**config.mk**
```make
export PLATFORM = sky130hd
export DESIGN_NAME = framed_packet_receiver_top
export DESIGN_NICKNAME = d
export VERILOG_FILES = /design/src/fpr_pkg.sv /design/src/fpr_parser.sv /design/src/framed_packet_receiver_top.sv
export SDC_FILE = /design/constraint.sdc
export NUM_CORES = 1
export LEC_CHECK = 0
export BUFFER_PORTS_ARGS = -buffer_cell sky130_fd_sc_hd__buf_2
export CAP_MARGIN = 0
export CORE_MARGIN = 4
export CORE_UTILIZATION = 58
export DETAILED_ROUTE_END_ITERATION = 8
export PLACE_DENSITY_LB_ADDON = 0.12
export SYNTH_ARGS = -nofsm -noshare
export SYNTH_HDL_FRONTEND = slang
export SYNTH_SLANG_ARGS = --single-unit
```
**constraint.sdc**
```tcl
create_clock -name clock -period 2.9 [get_ports clock]
set_input_delay 0.58 -clock clock [delete_from_list [all_inputs] [get_ports clock]]
set_output_delay 0.58 -clock clock [all_outputs]
set_load 0.01 [all_outputs]
```
**src/fpr_pkg.sv**
```systemverilog
// Shared constants and types for the framed packet receiver.
`default_nettype none
package fpr_pkg;

   localparam int BYTE_W = 8;
   localparam int PHASE_W = 3;
   localparam int CSR_INDEX_W = 8;

   localparam logic [PHASE_W-1:0] PH_HUNT = 3'd0;
   localparam logic [PHASE_W-1:0] PH_LEN  = 3'd1;
   localparam logic [PHASE_W-1:0] PH_DATA = 3'd2;
   localparam logic [PHASE_W-1:0] PH_CHK  = 3'd3;
   localparam logic [PHASE_W-1:0] PH_END  = 3'd4;

   localparam logic [BYTE_W-1:0] REPLY_ACK  = 8'h06;
   localparam logic [BYTE_W-1:0] REPLY_NACK = 8'h15;

   localparam logic [BYTE_W-1:0] START_MARKER_RESET = 8'h02;
   localparam logic [BYTE_W-1:0] END_MARKER_RESET   = 8'h03;

   localparam logic [CSR_INDEX_W-1:0] CSR_START_MARKER = 8'd0;
   localparam logic [CSR_INDEX_W-1:0] CSR_END_MARKER   = 8'd1;

   typedef struct packed {
      logic                hit;
      logic                verdict;
      logic [BYTE_W-1:0]   reply_byte;
   } fpr_result_type;

   typedef struct packed {
      logic [BYTE_W-1:0]   start_marker;
      logic [BYTE_W-1:0]   end_marker;
   } fpr_markers_type;

endpackage
`default_nettype wire

```
**src/fpr_parser.sv**
```systemverilog
// Frame walker: phase, length, payload count and running checksum per byte.
`default_nettype none
module fpr_parser (
   input  wire logic                        clock,
   input  wire logic                        reset,
   input  wire logic                        step,
   input  wire logic [fpr_pkg::BYTE_W-1:0]  rx_byte,
   input  wire fpr_pkg::fpr_markers_type    markers,
   output fpr_pkg::fpr_result_type          result
);
   import fpr_pkg::*;

   logic [PHASE_W-1:0] phase_ff, phase_in;
   logic [BYTE_W-1:0]  length_ff, length_in;
   logic [BYTE_W-1:0]  count_ff, count_in;
   logic [BYTE_W-1:0]  sum_ff, sum_in;
   logic [BYTE_W-1:0]  check_ff, check_in;
   logic               match;

   assign match = (check_ff == sum_ff);

   always_comb begin
      phase_in  = phase_ff;
      length_in = length_ff;
      count_in  = count_ff;
      sum_in    = sum_ff;
      check_in  = check_ff;
      result.hit        = 1'b0;
      result.verdict    = ~match;
      result.reply_byte = match ? REPLY_ACK : REPLY_NACK;
      case (phase_ff)
         PH_LEN: begin
            length_in = rx_byte;
            sum_in    = rx_byte;
            count_in  = '0;
            phase_in  = (rx_byte == '0) ? PH_CHK : PH_DATA;
         end
         PH_DATA: begin
            sum_in   = sum_ff + rx_byte;
            count_in = count_ff + 8'd1;
            if (count_in >= length_ff) begin
               phase_in = PH_CHK;
            end
         end
         PH_CHK: begin
            check_in = rx_byte;
            phase_in = PH_END;
         end
         PH_END: begin
            result.hit = (rx_byte == markers.end_marker);
            phase_in   = PH_HUNT;
         end
         default: begin
            phase_in = PH_HUNT;
            if (rx_byte == markers.start_marker) begin
               phase_in = PH_LEN;
               count_in = '0;
            end
         end
      endcase
      result.hit = result.hit & step;
   end

   always_ff @(posedge clock) begin
      if (reset) begin
         phase_ff  <= PH_HUNT;
         length_ff <= '0;
         count_ff  <= '0;
         sum_ff    <= '0;
         check_ff  <= '0;
      end else if (step) begin
         phase_ff  <= phase_in;
         length_ff <= length_in;
         count_ff  <= count_in;
         sum_ff    <= sum_in;
         check_ff  <= check_in;
      end
   end

endmodule
`default_nettype wire

```
**src/framed_packet_receiver_top.sv**
```systemverilog
// Top level of the framed packet receiver with input and result registers.
//
// The receiver takes one byte per transaction and can accept a new byte in every
// cycle. A byte is registered on acceptance and walked through the frame state
// once the result register is free or being emptied; a closing end marker yields
// one result transaction, which is registered in the result register. While a
// result waits, the registered byte holds and the input stalls. The sustained
// rate of one byte per cycle is set by the phase and running-sum update, whose
// next values are computed combinationally from the registered byte.
// Marker registers are written through the csr port and take effect from the next
// byte processed; writes to indexes other than 0 and 1 are ignored.
`default_nettype none
module framed_packet_receiver_top (
   input  wire logic                             clock,
   input  wire logic                             reset,
   input  wire logic                             req_valid,
   output logic                                  req_ready,
   input  wire logic [fpr_pkg::BYTE_W-1:0]       req_rx_byte,
   output logic                                  rsp_valid,
   input  wire logic                             rsp_ready,
   output logic                                  rsp_verdict,
   output logic [fpr_pkg::BYTE_W-1:0]            rsp_reply_byte,
   input  wire logic                             csr_valid,
   output logic                                  csr_ready,
   input  wire logic [fpr_pkg::CSR_INDEX_W-1:0]  csr_index,
   input  wire logic [fpr_pkg::BYTE_W-1:0]       csr_data
);
   import fpr_pkg::*;

   logic               in_valid_ff;
   logic [BYTE_W-1:0]  in_byte_ff;
   logic               step;
   fpr_markers_type    markers_ff;
   fpr_result_type     result;
   logic               rsp_valid_ff, rsp_valid_in;
   logic               rsp_verdict_ff;
   logic [BYTE_W-1:0]  rsp_reply_ff;

   assign step      = in_valid_ff & (~rsp_valid_ff | rsp_ready);
   assign req_ready = ~in_valid_ff | step;
   assign csr_ready = 1'b1;

   always_ff @(posedge clock) begin
      if (reset) begin
         in_valid_ff <= 1'b0;
      end else if (req_ready) begin
         in_valid_ff <= req_valid;
      end
   end

   always_ff @(posedge clock) begin
      if (req_valid && req_ready) begin
         in_byte_ff <= req_rx_byte;
      end
   end

   always_ff @(posedge clock) begin
      if (reset) begin
         markers_ff.start_marker <= START_MARKER_RESET;
         markers_ff.end_marker   <= END_MARKER_RESET;
      end else if (csr_valid && csr_ready) begin
         if (csr_index == CSR_START_MARKER) begin
            markers_ff.start_marker <= csr_data;
         end
         if (csr_index == CSR_END_MARKER) begin
            markers_ff.end_marker <= csr_data;
         end
      end
   end

   fpr_parser u_parser (
      .clock   (clock),
      .reset   (reset),
      .step    (step),
      .rx_byte (in_byte_ff),
      .markers (markers_ff),
      .result  (result)
   );

   assign rsp_valid_in = result.hit | (rsp_valid_ff & ~rsp_ready);

   always_ff @(posedge clock) begin
      if (reset) begin
         rsp_valid_ff <= 1'b0;
      end else begin
         rsp_valid_ff <= rsp_valid_in;
      end
   end

   always_ff @(posedge clock) begin
      if (result.hit) begin
         rsp_verdict_ff <= result.verdict;
         rsp_reply_ff   <= result.reply_byte;
      end
   end

   assign rsp_valid      = rsp_valid_ff;
   assign rsp_verdict    = rsp_verdict_ff;
   assign rsp_reply_byte = rsp_reply_ff;

`ifndef SYNTHESIS
   a_reply_matches_verdict: assert property (@(posedge clock) disable iff (reset)
      rsp_valid |-> (rsp_reply_byte == (rsp_verdict ? REPLY_NACK : REPLY_ACK)))
      else $error("reply byte disagrees with verdict");

   a_result_from_step: assert property (@(posedge clock) disable iff (reset)
      result.hit |-> (in_valid_ff && (!rsp_valid_ff || rsp_ready)))
      else $error("result produced without a processed byte");

   a_stall_only_when_full: assert property (@(posedge clock) disable iff (reset)
      !req_ready |-> (in_valid_ff && rsp_valid_ff && !rsp_ready))
      else $error("input stalled while the pipeline could advance");
`endif

endmodule
`default_nettype wire
```
==> summary.md <==
| Metric | Value |
|---|---|
| Mapped Cells | 392 |
| Dpl hpwl | 5460 um |
| DR iter-0 viols | 250 |
| Yosys reg bits | 63 |
| Share of layout cells above drive strength 1 | ~16% |
| Total power | 1.89 mW |
| Xor and xnor area share after synthesis | a little under a tenth |
| Seq pwr share | 49.1% |
| CTS Hold Bufs | 0 |
| EDFF count, synth | 10 |
| Initial Util | 61.3% |
| Final min period | 2.36 ns |
| P_int | about 1.4 mW |
| Area Growth Syn to Fin | 11.1% |
| Setup TNS Final | 0 ns |
| Synth area leaders | dfxtp_1, edfxtp_1, mux2i_1, xnor2_1, ha_1 |
| Met2 WL | 3350 um |
| Largest net degree at the start of global routing | 41 |
| # diodes | 0 |
| Antenna violations before repair | 0 |
| Post-synth top flop | dfxtp_1 |
| Max Fclk | between 400 and 500 MHz |
| Final Non-Filler Cells | 497 |
| Mux contribution to synthesized area | 6.98% |
| First-pass GRT wire length | 12600 um |
| Classification of the worst setup path | reg -> reg |
| Max cap viols | 0 |
| Comb pwr share | roughly 9.1% |
| Clock buffer depth | 2 |
| Seq/Total Area, Yosys | 39.3% |
| Layout Nets | 466 |
| # port buffers | 34 |
| Global route overflow | 0 |
| Post-Route WL | 7390 um |
| Die width | between 80 and 90 um |
| Root buffer cell | clkbuf_8 |
| Synth Area in Compound Gates | a little over an eighth |
| Clock Latency Late Sink | 0.33 ns |
| Via count | ~2.8k |
| Wire per inst | 14.9 um |
| Post-Syn Area | ~3500 um^2 |
| Final Skew | 0.00862 ns |
| Worst Hold Class | in -> reg |
| Worst Path Required | 3.10 ns |
| Largest family of logic cells by synthesized area | simple AND/OR/NAND/NOR gates |
| Clk pwr share | approximately two fifths |
| DR top layer | met4 |
| Placer congestion estimate | 0.910 |
| Synth top area share | a little under a third |
| Post-CTS Repair Setup Buffers | 0 |
| Post-route DRC | 0 |
| CP startpoint kind | flip-flop |
| Setup WS post-layout | 0.536 ns |
| Post-cts resize count | 0 |
| 1st-pass router iterations | 4 |
| Max IR drop VDD | 0.000325 V |
| Vias in the first global route | ~2.6k |
| Leak Pwr | approximately 1.6 nW |
| Dominant cell type by area after synthesis | dfxtp_1 |
| Unrepaired setup endpoints after global routing | no |
| Routed vias/inst | approximately 5.5 |
| Clock slew at reported path FFs | 0.07 ns |
| Worst-margin pin slew | 0.723 ns |
| Synth Warn # | 0 |
| Crit end category | flip-flop |
| Placed cell count | 481 |
| Cell with the most instances after synthesis | dfxtp_1 |
| Sw Pwr | 0.446 mW |
| Dpl ws | 0.550 ns |
| Worst Path Arrival | 2.56 ns |
| Wl on met1 | approximately 3500 um |
| Sw Share | roughly a quarter |
| P per Cell Area | ~500 nW/um^2 |
| I/O pin count | 41 |
| Post-Synth Simple-Gate Area | 17.2% |
| Avg Cell Area, Syn | between 8 and 9 um^2 |
| Metal3 WL | 413 um |
| Slew headroom | 51.8% |
| Top post-synthesis cells by count | dfxtp_1, nor2_1, a21oi_1 |
| Adder-Cell Fraction of Synth Area | 6.36% |
| Routed Antenna Nets | 0 |
| Full die area | 7270 um^2 |
| Core Area | about 5600 um^2 |
| Die H | roughly 85 um |
| Endpoints failing hold | 0 |
| Slew Viols, Final | 0 |
| CTS HTree Levels | 3 |
| Clk sinks | 63 |
| CTS tree | yes |
| Status | completed |
| Synth cell types | 53 |
| Final Setup Violations | 0 |
| Crit-path max FO | 6 |
| All-layer global routing usage | 21.5% |
| Final Cycle Share | 81.5% |
| Cts bufs inserted | 9 |
| Asr flop ratio synth | 0% |
| Cell Rows | 27 |
sequential cells by signal (all words and copies together), names as in the netlist:
signal,flops
markers_ff,16
in_byte_ff,8
u_parser.check_ff,8
u_parser.count_ff,8
u_parser.length_ff,8
u_parser.sum_ff,8
u_parser.phase_ff,3
rsp_reply_byte,2
in_valid_ff,1
rsp_valid,1
critical path, cell delays in order (launching register included):
cell	delay, ns
dfxtp_1	0.42
ha_1	0.24
nand3_1	0.14
nor2_1	0.16
xnor2_1	0.16
ha_1	0.27
or4_4	0.52
o311ai_4	0.10
or2_1	0.15
a21oi_1	0.06
cells by family after synthesis:
kind of cell,after synthesis
adder cells (fa/ha/maj),17
AO/OA/AOI/OAI,70
flip-flops,63
other,2
buffers and inverters,54
AND/OR/NAND/NOR,126
multiplexers,24
XOR/XNOR,36
metrics by stage:
step	hold slack [ns]	instance area [um^2]	util, %
after floorplan	0.436	3480	-
after global placement	0.444	3640	64.4
after detailed placement	0.447	3640	64.4
after CTS	0.412	3840	68.2
after global routing	0.406	3840	68.2
final	0.427	3840	68.2
final cells by class:
type	count	area, um^2
multi-input cells	279	1850
fillers	461	1800
well taps	72	90.1
inverters	23	86.3
clock buffers	13	169
flip-flops and latches	63	1360
repair buffers	44	245
clock inverters	3	40.0
path summary, 6_finish.rpt:
| path | from | to | slack [ns] | depth (start not counted) |
|---|---|---|---|---|
| hold reg to reg | u_parser.length_ff[4] | u_parser.length_ff[4] | 0.46 | 2 |
| setup reg to reg | u_parser.count_ff[0] | u_parser.phase_ff[1] | 0.54 | 9 |
| hold / removal | req_rx_byte[6] | in_byte_ff[6] | 0.43 | 1 |
| setup / recovery | u_parser.count_ff[0] | u_parser.phase_ff[1] | 0.54 | 9 |
layout by cell type (no fill, tap or decap), types with 3 or more instances in the layout:
cell type	instances
o22ai_1	3
a31oi_1	3
a211oi_1	4
mux2i_1	23
clkbuf_8	12
nand4_1	3
nor4_1	6
buf_2	34
nand2_1	23
xnor2_1	23
o21ai_0	8
conb_1	6
a211o_1	3
inv_1	23
ha_1	16
edfxtp_1	10
nand3_1	13
nor2_1	50
a21oi_1	26
nor3_1	7
xor2_1	13
dfxtp_1	53
nor2b_1	4
nand2b_1	8
buf_4	10
a21o_1	5
power by group through the flow:
stage               Sequential, mW  Combinational [mW]  Clock (mW)
floorplan                    0.934               0.131           0
global placement             0.948               0.168           0
detailed placement           0.948               0.171           0
CTS                          0.928               0.172       0.800
global route                 0.931               0.192       0.849
finish                       0.928               0.173       0.789
routing by layer:
layer | track usage (%) | vias to the layer above
li1 | - | 1387
met1 | 30.3 | 1279
met2 | 32.8 | 75
met3 | 4.85 | 11
met4 | 6.33 | 0
met5 | 0 | -
Power figures use the tool's default switching activity.
